$ cat src/hw/rtl/pfsa_pkg.sv
// Package for the page frame stack allocator: sizes, operation codes,
// controller states and the command/status structs. No dependencies.
`default_nettype none
package pfsa_pkg;
   localparam int STACK_DEPTH = 65536;
   localparam int PAGE_BYTES  = 4096;
   localparam int IDX_W   = $clog2(STACK_DEPTH);
   localparam int CNT_W   = IDX_W + 1;
   localparam logic [63:0] PMASK = 64'(PAGE_BYTES - 1);
   localparam logic [63:0] MAX64 = '1;
   localparam logic [63:0] LIMIT_RESET = 64'h0000_0000_C000_0000;
   localparam logic [63:0] GUARD_RESET = 64'd16 << 20;

   typedef enum logic [2:0] {
      OP_CLEAR = 3'd0, OP_FREE = 3'd1, OP_ALLOC = 3'd2,
      OP_RESERVE = 3'd3, OP_ADD = 3'd4
   } op_type;

   typedef enum logic [1:0] {
      CSR_KSTART = 2'd0, CSR_KEND = 2'd1, CSR_LIMIT = 2'd2, CSR_GUARD = 2'd3
   } csr_type;

   typedef enum logic [3:0] {
      ST_IDLE, ST_POP, ST_RS_START, ST_RS_SCAN, ST_RS_MOVE,
      ST_AR_CLIP, ST_AR_SETUP, ST_AR_GUARD, ST_AR_LOOP, ST_DONE
   } state_type;

   typedef struct packed {
      logic clear;
      logic push_addr;
      logic pop;
      logic rs_init;
      logic scan_init;
      logic scan_step;
      logic rd_top;
      logic rs_move;
      logic ar_clip;
      logic ar_setup;
      logic ar_guard;
      logic ar_step;
      logic rsp;
   } cmd_type;

   typedef struct packed {
      logic scan_end;
      logic found;
      logic rs_last;
      logic ar_skip;
      logic ar_nopages;
      logic ar_end;
   } sts_type;
endpackage
`default_nettype wire

$ cat src/hw/rtl/pfsa_ctrl.sv
// Controller state machine of the page frame stack allocator.
// Depends on pfsa_pkg; drives the datapath by command struct.
`default_nettype none
module pfsa_ctrl (
   input  wire logic             clock,
   input  wire logic             reset,
   input  wire logic             start,
   input  wire logic [2:0]       op,
   input  wire pfsa_pkg::sts_type sts,
   output logic                  busy,
   output pfsa_pkg::cmd_type     cmd
);
   pfsa_pkg::state_type state_ff, state_in;

   always_ff @(posedge clock) begin
      if (reset) state_ff <= pfsa_pkg::ST_IDLE;
      else state_ff <= state_in;
   end

   always_comb begin
      state_in = state_ff;
      cmd = '0;
      busy = (state_ff != pfsa_pkg::ST_IDLE);
      unique case (state_ff)
         pfsa_pkg::ST_IDLE: begin
            if (start) begin
               unique case (op)
                  pfsa_pkg::OP_CLEAR: begin
                     cmd.clear = 1'b1; state_in = pfsa_pkg::ST_DONE;
                  end
                  pfsa_pkg::OP_FREE: begin
                     cmd.push_addr = 1'b1; state_in = pfsa_pkg::ST_DONE;
                  end
                  pfsa_pkg::OP_ALLOC: begin
                     cmd.pop = 1'b1; state_in = pfsa_pkg::ST_POP;
                  end
                  pfsa_pkg::OP_RESERVE: begin
                     cmd.rs_init = 1'b1; state_in = pfsa_pkg::ST_RS_START;
                  end
                  pfsa_pkg::OP_ADD: begin
                     cmd.ar_clip = 1'b1; state_in = pfsa_pkg::ST_AR_CLIP;
                  end
                  default: state_in = pfsa_pkg::ST_DONE;
               endcase
            end
         end
         pfsa_pkg::ST_POP: state_in = pfsa_pkg::ST_DONE;
         pfsa_pkg::ST_RS_START: begin
            cmd.scan_init = 1'b1; state_in = pfsa_pkg::ST_RS_SCAN;
         end
         pfsa_pkg::ST_RS_SCAN: begin
            cmd.scan_step = 1'b1;
            if (sts.scan_end) begin
               cmd.scan_step = 1'b0;
               if (sts.found) begin cmd.rd_top = 1'b1; state_in = pfsa_pkg::ST_RS_MOVE; end
               else state_in = pfsa_pkg::ST_DONE;
            end
         end
         pfsa_pkg::ST_RS_MOVE: begin
            cmd.rs_move = 1'b1;
            state_in = sts.rs_last ? pfsa_pkg::ST_DONE : pfsa_pkg::ST_RS_START;
         end
         pfsa_pkg::ST_AR_CLIP: begin
            if (sts.ar_skip) state_in = pfsa_pkg::ST_DONE;
            else begin cmd.ar_setup = 1'b1; state_in = pfsa_pkg::ST_AR_SETUP; end
         end
         pfsa_pkg::ST_AR_SETUP: begin
            if (sts.ar_nopages) state_in = pfsa_pkg::ST_DONE;
            else begin cmd.ar_guard = 1'b1; state_in = pfsa_pkg::ST_AR_GUARD; end
         end
         pfsa_pkg::ST_AR_GUARD: state_in = pfsa_pkg::ST_AR_LOOP;
         pfsa_pkg::ST_AR_LOOP: begin
            if (sts.ar_end) state_in = pfsa_pkg::ST_DONE;
            else cmd.ar_step = 1'b1;
         end
         pfsa_pkg::ST_DONE: begin cmd.rsp = 1'b1; state_in = pfsa_pkg::ST_IDLE; end
         default: state_in = pfsa_pkg::ST_IDLE;
      endcase
   end
endmodule
`default_nettype wire

$ cat config.mk
export PLATFORM = sky130hd
export DESIGN_NAME = pfsa_ctrl
export DESIGN_NICKNAME = d
export VERILOG_FILES = /design/src/hw/rtl/pfsa_pkg.sv /design/src/hw/rtl/pfsa_ctrl.sv
export SDC_FILE = /design/constraint.sdc
export NUM_CORES = 1
export LEC_CHECK = 0
export ABC_AREA = 1
export BUFFER_PORTS_ARGS = -buffer_cell sky130_fd_sc_hd__buf_2
export CAP_MARGIN = 30
export CORE_MARGIN = 2
export CORE_UTILIZATION = 40
export DETAILED_ROUTE_END_ITERATION = 8
export GPL_TIMING_DRIVEN = 0
export HOLD_SLACK_MARGIN = 0.12
export PLACE_DENSITY = 0.73
export SETUP_SLACK_MARGIN = 0.3
export SYNTH_ARGS = -nofsm -noshare
export SYNTH_HDL_FRONTEND = slang
export SYNTH_SLANG_ARGS = --single-unit
$ cat constraint.sdc
create_clock -name clock -period 1.4 [get_ports clock]
set_input_delay 0.28 -clock clock [delete_from_list [all_inputs] [get_ports clock]]
set_output_delay 0.28 -clock clock [all_outputs]
set_load 0.01 [all_outputs]
== Word level (Yosys, flattened, before mapping) ==
Cells that the tools add are included.
Widths: inputs -> output; s select.

* Register bits: 4
* Input port bits: 12
* Output and inout bits: 14
* Logic and storage cells: 51

* Equality and inequality tests: 16
* Mux-type cells: 30
* Reduce and logical (&&, ||, !) cells: 4

{| class="wikitable"
|+ Operators by type and width
! kind !! count
|-
| $mux 4 || 9
|-
| $pmux 4 s9 || 1
|-
| $mux 1 || 17
|-
| $eq 4x3->1 const B || 4
|-
| $pmux 4 s3 || 1
|-
| $eq 4x2->1 const B || 2
|-
| $eq 4x4->1 const B || 2
|-
| $eq 3x2->1 const B || 2
|-
| $ne 2x2->1 const B || 3
|-
| $eq 4x1->1 const B || 1
|-
| $logic_not 4->1 || 1
|-
| $mux 2 || 2
|-
| $reduce_bool 4->1 || 1
|-
| $eq 3x1->1 const B || 1
|-
| $eq 3x3->1 const B || 1
|-
| $logic_not 3->1 || 1
|-
| $reduce_and 3->1 || 1
|}

== Longest topological paths before layout ==
Gate-level depths: netlist (run 1).

* Word-level depth: 4
* Mapped depth: 8
* Gate-level depth less buffers: 8

== Least setup slack after synthesis (run 1) ==
No wires, ideal clock.

* Kind: register to output
* Start point: register state_ff[3]
* End point: output port cmd[11] (netlist bit)
* Arrival: 1.109 ns
* Required time: 1.120 ns
* Path slack: 0.011 ns
* Cell stages (with the launch flop): 6
* Path buffers: 0
* Cells stage by stage: dfxtp_1 -> nor2_4 -> nand2_4 -> inv_2 -> nand3_1 -> nor3b_1

{| class="wikitable"
|+ RTL lines
! item !! line !! source
|-
| from (decl) || pfsa_ctrl.sv:13 || <nowiki>pfsa_pkg::state_type state_ff, state_in;</nowiki>
|-
| from (signal assigned) || pfsa_ctrl.sv:16 || <nowiki>if (reset) state_ff <= pfsa_pkg::ST_IDLE;</nowiki>
|-
| from (signal assigned) || pfsa_ctrl.sv:17 || <nowiki>else state_ff <= state_in;</nowiki>
|-
| to (decl) || pfsa_ctrl.sv:11 || <nowiki>output pfsa_pkg::cmd_type cmd</nowiki>
|}

==> results_dict.tcl, run 1 <==
set metrics [dict create \
    ys_ff_latch 4 \
    place_ws_ps -29.02 \
    drt_pass1_iterations 4 \
    dieArea_um2 1627 \
    finClkSkew_ps 1.703 \
    hold_violations 0 \
    place_area_um2 698.2 \
    startpoint_type "flop" \
    cts-hold-fix-buffers 0 \
    postRouteAntennaNets 0 \
    dr_wl_met3_um 102 \
    largest-register "state_ff" \
    track_usage 0.2039 \
    critPathLaunch "state_ff[3]" \
    hold_path.startpoint "reset" \
    r2r-start "state_ff[2]" \
    cts_tree "done" \
    yosysTopAreaCellShare 0.1635 \
    avgRoutedWirePerCell_um 13.52 \
    die_w_um 40.33 \
    ys.flop_type "dfxtp_1" \
    yosysMostFrequentCell "nand2_1" \
    yosys-top-cells-area "nand2_1, dfxtp_1, nor2_4, inv_1, nand3_1" \
    top_layer "met4" \
    holdCritPathClass "in2reg" \
    place_congestion 0.8344 \
    endpoint_kind "output pin" \
    slew_violations 0 \
    dieHeight_um 40.33 \
    synth_edf_count 0 \
    yosysWarningCount 0 \
    clk_pin_slew_ps 40 \
    antenna_found_initial 0 \
    worst_slew_pin_slew_ps 276.1 \
    fin_setup_tns_ps -1162 \
    yosysTopAreaCell "nand2_1" \
    rsz0062_at_grt "yes" \
    power_density_nw_per_um2 1357 \
    worstPathRequired_ps 1120 \
    setup_slack_ps -131.6 \
    largestRegisters "state_ff: 4 flops" \
    grt_start_max_net_pins 7 \
    fin_util 0.8353 \
    syn_to_final_growth_pct 100.7 \
    ioPinCount 26 \
    syn_inst 91 \
    cts.sinks 4 \
    ctsLongestPathBuffers 2 \
    setup-violations-final 14 \
    cts_buffers 3 \
    critPathKind "reg2out" \
    worst_ep_arrival_time_ps 1250 \
    fin_crit_sh 1.094 \
    initial_core_util 0.4162 \
    grt_pass1_wl_um 2235 \
    yosysUniqueCellTypes 19 \
    synth-async-reset-ratio 0 \
    fin_cells 151 \
    cts_root_buf "clkbuf_4" \
    n_antenna_cell 0 \
    syn-num-nets 103 \
    ys_seq_area_frac 0.1517 \
    largest_register_ffs 4 \
    rows 13 \
    htreeDepth 1 \
    dp_hpwl_um 1003 \
    violations "negative setup slack" \
    drive_gt1_frac 0.7206 \
    max_slew_margin 0.8153 \
    viasPerCell 4.967 \
    core_region_area_um2 1269 \
    io_buffers 25 \
    multi_input_area_um2 530.5 \
    hold_ws_ps 256.6 \
    fmax_ghz 0.6529 \
    synthesis.area_um2 528.0 \
    drv_cap 0 \
    met2WireLength_um 1107 \
    fillers 75 \
    drc_errors 0 \
    ir_drop_mv 0.9531 \
    grt_overflow_total 0 \
    drt_iter0_drc 8 \
    seq_area_um2 92.59 \
    p_leak_nw 0.5514 \
    ff2ff_setup_slack_ps -100 \
    clock_latency_ps 240 \
    grt_pass1_vias 567 \
    wl_met1_um 784 \
    syn-mean-instance-area_um2 5.802 \
    totalWireLength_um 2042 \
    status "finished with violations" \
    finalPower_mw 1.438 \
    fin_nets 150 \
    critical_path.max_fanout 6 \
    vias 750 \
    dp.cells 131 \
    period_needed_ps 1532 \
    yosys-top-cells-count "nand2_1, inv_1, nor2_1" \
    fin_area_um2 1060 \
]
==> power breakdown <==
group | internal, mW | switching, mW | leakage, nW
Sequential | 0.155 | 0.0422 | 0.0353
Combinational | 0.502 | 0.589 | 0.502
Clock | 0.0964 | 0.0543 | 0.0138
==> logic make-up (layout without fill, tap and decap cells) <==
family | Yosys count | in the layout | synth area share
buffers and inverters | 18 | 63 | 0.1280
flip-flops | 4 | 4 | 0.1517
AND/OR/NAND/NOR | 64 | 64 | 0.6446
AO/OA/AOI/OAI | 5 | 5 | 0.07583
==> cell usage in the layout, fill, tap and decap left out, types with 5 or more instances in the layout <==
cell	synthesis	final
nand2_1	23	14
inv_2	4	5
inv_1	14	10
nor2_1	12	7
buf_4	0	10
buf_2	0	21
nor3_2	0	5
buf_6	0	10
nor2_4	5	7
nand2_2	1	7
==> worst paths after layout <==
path                                     to  cells after the start
worst min-delay path            state_ff[0]                      2
worst max-delay path                 cmd[6]                      5
worst max register to register  state_ff[3]                     12
worst min register to register  state_ff[0]                      4
==> layout make-up <==
| type | instances | share of cell area |
|---|---|---|
| flip-flops and latches | 4 | 0.08737 |
| repair buffers | 42 | 0.2952 |
| multi-input cells | 69 | 0.5006 |
| inverters | 18 | 0.07792 |
| well taps | 15 | 0.01771 |
| clock buffers | 3 | 0.02125 |
==> worst max-delay path, stage by stage (launching register included) <==
cell	delay, ps
dfxtp_4	360
nor2_4	140
buf_4	190
nand2_1	90
nor3_2	90
buf_2	140
==> per-layer routing <==
layer	up-vias	GRT usage
met2	31	0.4167
met5	-	0
met1	341	0.2252
li1	374	-
met3	4	0
met4	0	0.05000
==> what timing repair did <==
item                       in CTS  in global routing
buffers inserted               13                  4
pin swaps                      14                 18
setup endpoints to repair      18                 18
gates cloned                    0                  0
gates resized for setup        27                 27
(Power assumes the default switching activity.)
==> run 2, diff against run 1 <==
--- a/config.mk
+++ b/config.mk
@@ -8,12 +8,14 @@
 export ABC_AREA = 1
 export BUFFER_PORTS_ARGS = -buffer_cell sky130_fd_sc_hd__buf_2
 export CAP_MARGIN = 30
+export CELL_PAD_IN_SITES_DETAIL_PLACEMENT = 0
+export CELL_PAD_IN_SITES_GLOBAL_PLACEMENT = 1
 export CORE_MARGIN = 2
-export CORE_UTILIZATION = 40
+export CORE_UTILIZATION = 28
 export DETAILED_ROUTE_END_ITERATION = 8
 export GPL_TIMING_DRIVEN = 0
 export HOLD_SLACK_MARGIN = 0.12
-export PLACE_DENSITY = 0.73
+export PLACE_DENSITY = 0.78
 export SETUP_SLACK_MARGIN = 0.3
 export SYNTH_ARGS = -nofsm -noshare
 export SYNTH_HDL_FRONTEND = slang
==> results_dict.tcl, run 2 (same netlist as run 1, synthesis figures left out) <==
set metrics [dict create \
    worst_ep_arrival_time_ps 1220 \
    period_needed_ps 1501 \
    drt_pass1_iterations 4 \
    antenna_found_initial 0 \
    cp_slowest_stage_delay_ps 340 \
    ir_drop_mv 0.5877 \
    power_density_nw_per_um2 1243 \
    critPathKind "reg2out" \
    crit_chain "nor2_4, nand2_4, inv_2, nand3_2, nor3b_2, buf_2" \
    postRouteAntennaNets 0 \
    fillers 190 \
    status "finished with violations" \
    largestRegisters "state_ff: 4 flops" \
    dp.cells 141 \
    critical_path.top_delay_family "simple AND/OR/NAND/NOR gates" \
    worst_slew_pin_slew_ps 216.1 \
    io_buffers 25 \
    cts.sinks 4 \
    dieArea_um2 2249 \
    critical_path.max_fanout 3 \
    grt_pass1_wl_um 2256 \
    largest-register "state_ff" \
    ctsLongestPathBuffers 2 \
    avgRoutedWirePerCell_um 9.474 \
    syn_to_final_growth_pct 63.98 \
    fin_nets 143 \
    totalWireLength_um 1459 \
    place_congestion 0.7553 \
    grt_overflow_total 0 \
    vias 687 \
    worstPathRequired_ps 1120 \
    final_common_cell "buf_2" \
    setup_slack_ps -100.8 \
    htreeDepth 1 \
    setup-violations-final 10 \
    hold_ws_ps 259.8 \
    cts_tree "done" \
    finalPower_mw 1.077 \
    rsz0062_at_grt "yes" \
    critPathLaunch "state_ff[2]" \
    die_w_um 47.43 \
    r2r-start "state_ff[0]" \
    cts_buffers 3 \
    drive_gt1_frac 0.5581 \
    slew_violations 0 \
    startpoint_type "flop" \
    p_leak_nw 0.4888 \
    grt_start_max_net_pins 7 \
    grt_pass1_vias 587 \
    fin_crit_sh 1.072 \
    rows 15 \
    place_ws_ps -20.61 \
    finClkSkew_ps 4.315 \
    max_slew_margin 0.8549 \
    cts_root_buf "clkbuf_4" \
    drc_errors 0 \
    endpoint_kind "output pin" \
    hold_violations 0 \
    ioPinCount 26 \
    cp_slowest_cell "dfxtp_4" \
    clk_pin_slew_ps 40 \
    final_cell_mix "buf_2, nand2_1, inv_1" \
    dieHeight_um 47.43 \
    violations "negative setup slack" \
    fin_cells 154 \
    track_usage 0.1366 \
    n_antenna_cell 0 \
    drt_iter0_drc 11 \
    clock_latency_ps 230 \
    initial_core_util 0.3025 \
    holdCritPathClass "in2reg" \
    dp_hpwl_um 1106 \
    hold_path.startpoint "reset" \
    cp_num_buf_inv 2 \
    largest_register_ffs 4 \
    drv_cap 0 \
    fmax_ghz 0.6663 \
    viasPerCell 4.461 \
    core_region_area_um2 1745 \
]
-- run 2: cell type report --
cell class,count,area [um2],share of cell area
inverter,18,70.07,0.08092
timing repair buffer,35,203.9,0.2355
sequential,4,95.09,0.1098
tap,25,31.28,0.03613
multi-input combinational,69,442.9,0.5116
clock buffer,3,22.52,0.02601
-- run 2: per-stage QoR --
step	instance area (um2)	utilization	setup TNS, ps
after floorplan	554.3	-	0
after global placement	710.7	0.4072	-19.26
after detailed placement	710.7	0.4072	-20.61
after CTS	860.8	0.4932	-602.3
after global routing	865.8	0.4961	-1337
final	865.8	0.4961	-571.7
-- run 2: final timing paths --
check                                    to  slack, ps  cells after the start
worst min-delay path            state_ff[0]        260                      2
worst min register to register  state_ff[0]        670                      4
worst max-delay path                cmd[11]       -100                      6
worst max register to register  state_ff[2]        140                      7
-- run 2: per-layer routing --
layer  track usage  vias up  part of all wire
li1              -      363                 -
met1        0.1723      300              0.44
met2        0.2459       24              0.50
met3       0.01887        0             0.061
met4       0.02778        0                 0
met5             0        -                 0
-- run 2: repair_timing --
action	in CTS	in global routing
hold buffers	0	0
setup endpoints to repair	18	18
setup buffers	10	0
cloned	0	0
gates resized for setup	14	2
endpoints found under the hold margin	0	0
pin swaps	10	3
-- run 2: power breakdown --
group | switching, mW | internal (mW) | total (mW)
registers | 0.0413 | 0.155 | 0.196
clock network | 0.0406 | 0.0954 | 0.136
logic | 0.419 | 0.325 | 0.744
total | 0.501 | 0.575 | 1.08
==> run 3, diff against run 2 <==
--- a/config.mk
+++ b/config.mk
@@ -10,11 +10,13 @@
 export CAP_MARGIN = 30
 export CELL_PAD_IN_SITES_DETAIL_PLACEMENT = 0
 export CELL_PAD_IN_SITES_GLOBAL_PLACEMENT = 1
+export CORE_ASPECT_RATIO = 0.8
 export CORE_MARGIN = 2
 export CORE_UTILIZATION = 28
 export DETAILED_ROUTE_END_ITERATION = 8
 export GPL_TIMING_DRIVEN = 0
 export HOLD_SLACK_MARGIN = 0.12
+export MAX_ROUTING_LAYER = met4
 export PLACE_DENSITY = 0.78
 export SETUP_SLACK_MARGIN = 0.3
 export SYNTH_ARGS = -nofsm -noshare
==> results_dict.tcl, run 3 (same netlist as run 1, synthesis figures left out) <==
set metrics [dict create \
    reg2reg_depth 7 \
    worstPathRequired_ps 1120 \
    final_cell_mix "buf_2, nand2_1, buf_6" \
    period_needed_ps 1514 \
    p_sw_mw 0.6600 \
    dieArea_um2 2251 \
    max_slew_margin 0.8494 \
    met1_usage 0.2030 \
    avgRoutedWirePerCell_um 10.36 \
    critPathKind "reg2out" \
    dp_hpwl_um 1131 \
    ir_drop_mv 0.7130 \
    antenna_found_initial 0 \
    core_region_area_um2 1822 \
    power_density_nw_per_um2 1365 \
    ioPinCount 26 \
    grt_pass1_wl_um 2615 \
    viasPerCell 4.513 \
    setup-violations-final 12 \
    hold_path_depth 2 \
    cts_buffers 3 \
    htreeDepth 1 \
    vias 722 \
    grt_start_max_net_pins 7 \
    pwr-share-comb 0.782 \
    power_frac_seq 0.125 \
    slew_violations 0 \
    hold_violations 0 \
    cts_tree "done" \
    worst_slew_pin_slew_ps 225.1 \
    track_usage 0.1559 \
    critical_path.max_fanout 2 \
    postRouteAntennaNets 0 \
    startpoint_type "flop" \
    drt_iter0_drc 17 \
    final_common_cell "buf_2" \
    ctsLongestPathBuffers 2 \
    cts_root_buf "clkbuf_4" \
    status "finished with violations" \
    grt_pass1_vias 634 \
    fin_area_um2 1090 \
    clock_latency_ps 230 \
    die_w_um 52.55 \
    grt_util_met2 0.2575 \
    endpoint_kind "output pin" \
    p_int_mw 0.8274 \
    cts-hold-fix-buffers 0 \
    totalWireLength_um 1657 \
    fin_nets 150 \
    rows 14 \
    grt_overflow_total 0 \
    drv_cap 0 \
    worst_ep_arrival_time_ps 1230 \
    sw_frac_of_total 0.4437 \
    grt_util_met3 0.02113 \
    fillers 181 \
    largest_register_ffs 4 \
    rsz0062_at_grt "yes" \
    place_ws_ps -28.83 \
    globalRoute.busiestLayer "met2" \
    fin_util 0.5982 \
    place_congestion 0.7946 \
    place_area_um2 709.4 \
    setup_slack_ps -114.2 \
    n_antenna_cell 0 \
    drt_pass1_iterations 4 \
    clkPwrFrac 0.093 \
    drc_errors 0 \
    finClkSkew_ps 2.750 \
    io_buffers 25 \
    cts.sinks 4 \
    largest-register "state_ff" \
    largestRegisters "state_ff: 4 flops" \
    drive_gt1_frac 0.6618 \
    clk_pin_slew_ps 40 \
    holdCritPathClass "in2reg" \
    dieHeight_um 42.84 \
    fmax_ghz 0.6604 \
    p_leak_nw 0.5716 \
    fin_crit_sh 1.082 \
    violations "negative setup slack" \
    syn_to_final_growth_pct 106.4 \
    initial_core_util 0.2898 \
]
-- run 3: cell types whose count changed in the layout (fill, tap and decap cells not counted), sizes merged --
| cell | before | now |
|---|---|---|
| buf | 35 | 42 |
-- run 3: routing by layer --
metal,routed length (um),part of all wire,up-vias
met5,0,0,-
met4,0,0,0
met3,106,0.064,0
met2,835,0.50,30
met1,715,0.43,317
li1,-,-,375
-- run 3: path summary, 6_finish.rpt --
path / to / slack, ps / from
hold / removal: state_ff[0] / 280 / reset
setup reg to reg: state_ff[2] / 80 / state_ff[3]
setup / recovery: cmd[11] / -110 / state_ff[3]
hold reg to reg: state_ff[0] / 780 / state_ff[2]
-- run 3: cell type report --
cell class                      count  area, um2  area share
Timing Repair Buffer               42      321.6      0.2951
Sequential cell                     4      95.09     0.08726
Multi-Input combinational cell     69      540.5      0.4960
Tap cell                           24      30.03     0.02755
Clock buffer                        3      22.52     0.02067
Inverter                           18      80.08     0.07348
-- run 3: per-stage QoR --
| stage | hold slack [ps] | TNS (ps) | instances | power (mW) |
|---|---|---|---|---|
| finish | 284.1 | -863.6 | 160 | 1.487 |
| global route | 276.6 | -1571 | 160 | 1.597 |
| CTS | 269.0 | -888.1 | 158 | 1.377 |
| detailed placement | 506.1 | -28.83 | 140 | 0.7639 |
| global placement | 499.9 | -18.82 | 140 | 0.7587 |
| floorplan | 335.1 | 0 | 91 | 0.6301 |
-- run 3: repair_timing --
| action | in CTS | in global routing |
|---|---|---|
| hold endpoints to repair | 0 | 0 |
| setup endpoints to repair | 18 | 18 |
| pin swaps | 15 | 15 |
| resized for setup | 28 | 25 |
| setup buffers | 15 | 2 |
-- run 3: power groups by stage --
stage / Clock (mW) / Sequential, mW / Combinational [mW]
2_1_floorplan: 0 / 0.194 / 0.436
3_3_place_gp: 0 / 0.201 / 0.558
3_5_place_dp: 0 / 0.202 / 0.562
4_1_cts: 0.143 / 0.186 / 1.05
5_1_grt: 0.150 / 0.190 / 1.26
6_report: 0.138 / 0.186 / 1.16
-- run 3: worst max-delay path, stage by stage (launching register included) --
cell	delay (ps)
dfxtp_4	350
nor2_4	150
nand2_4	90
inv_4	70
nand3_4	60
nor3b_2	150
buf_2	140
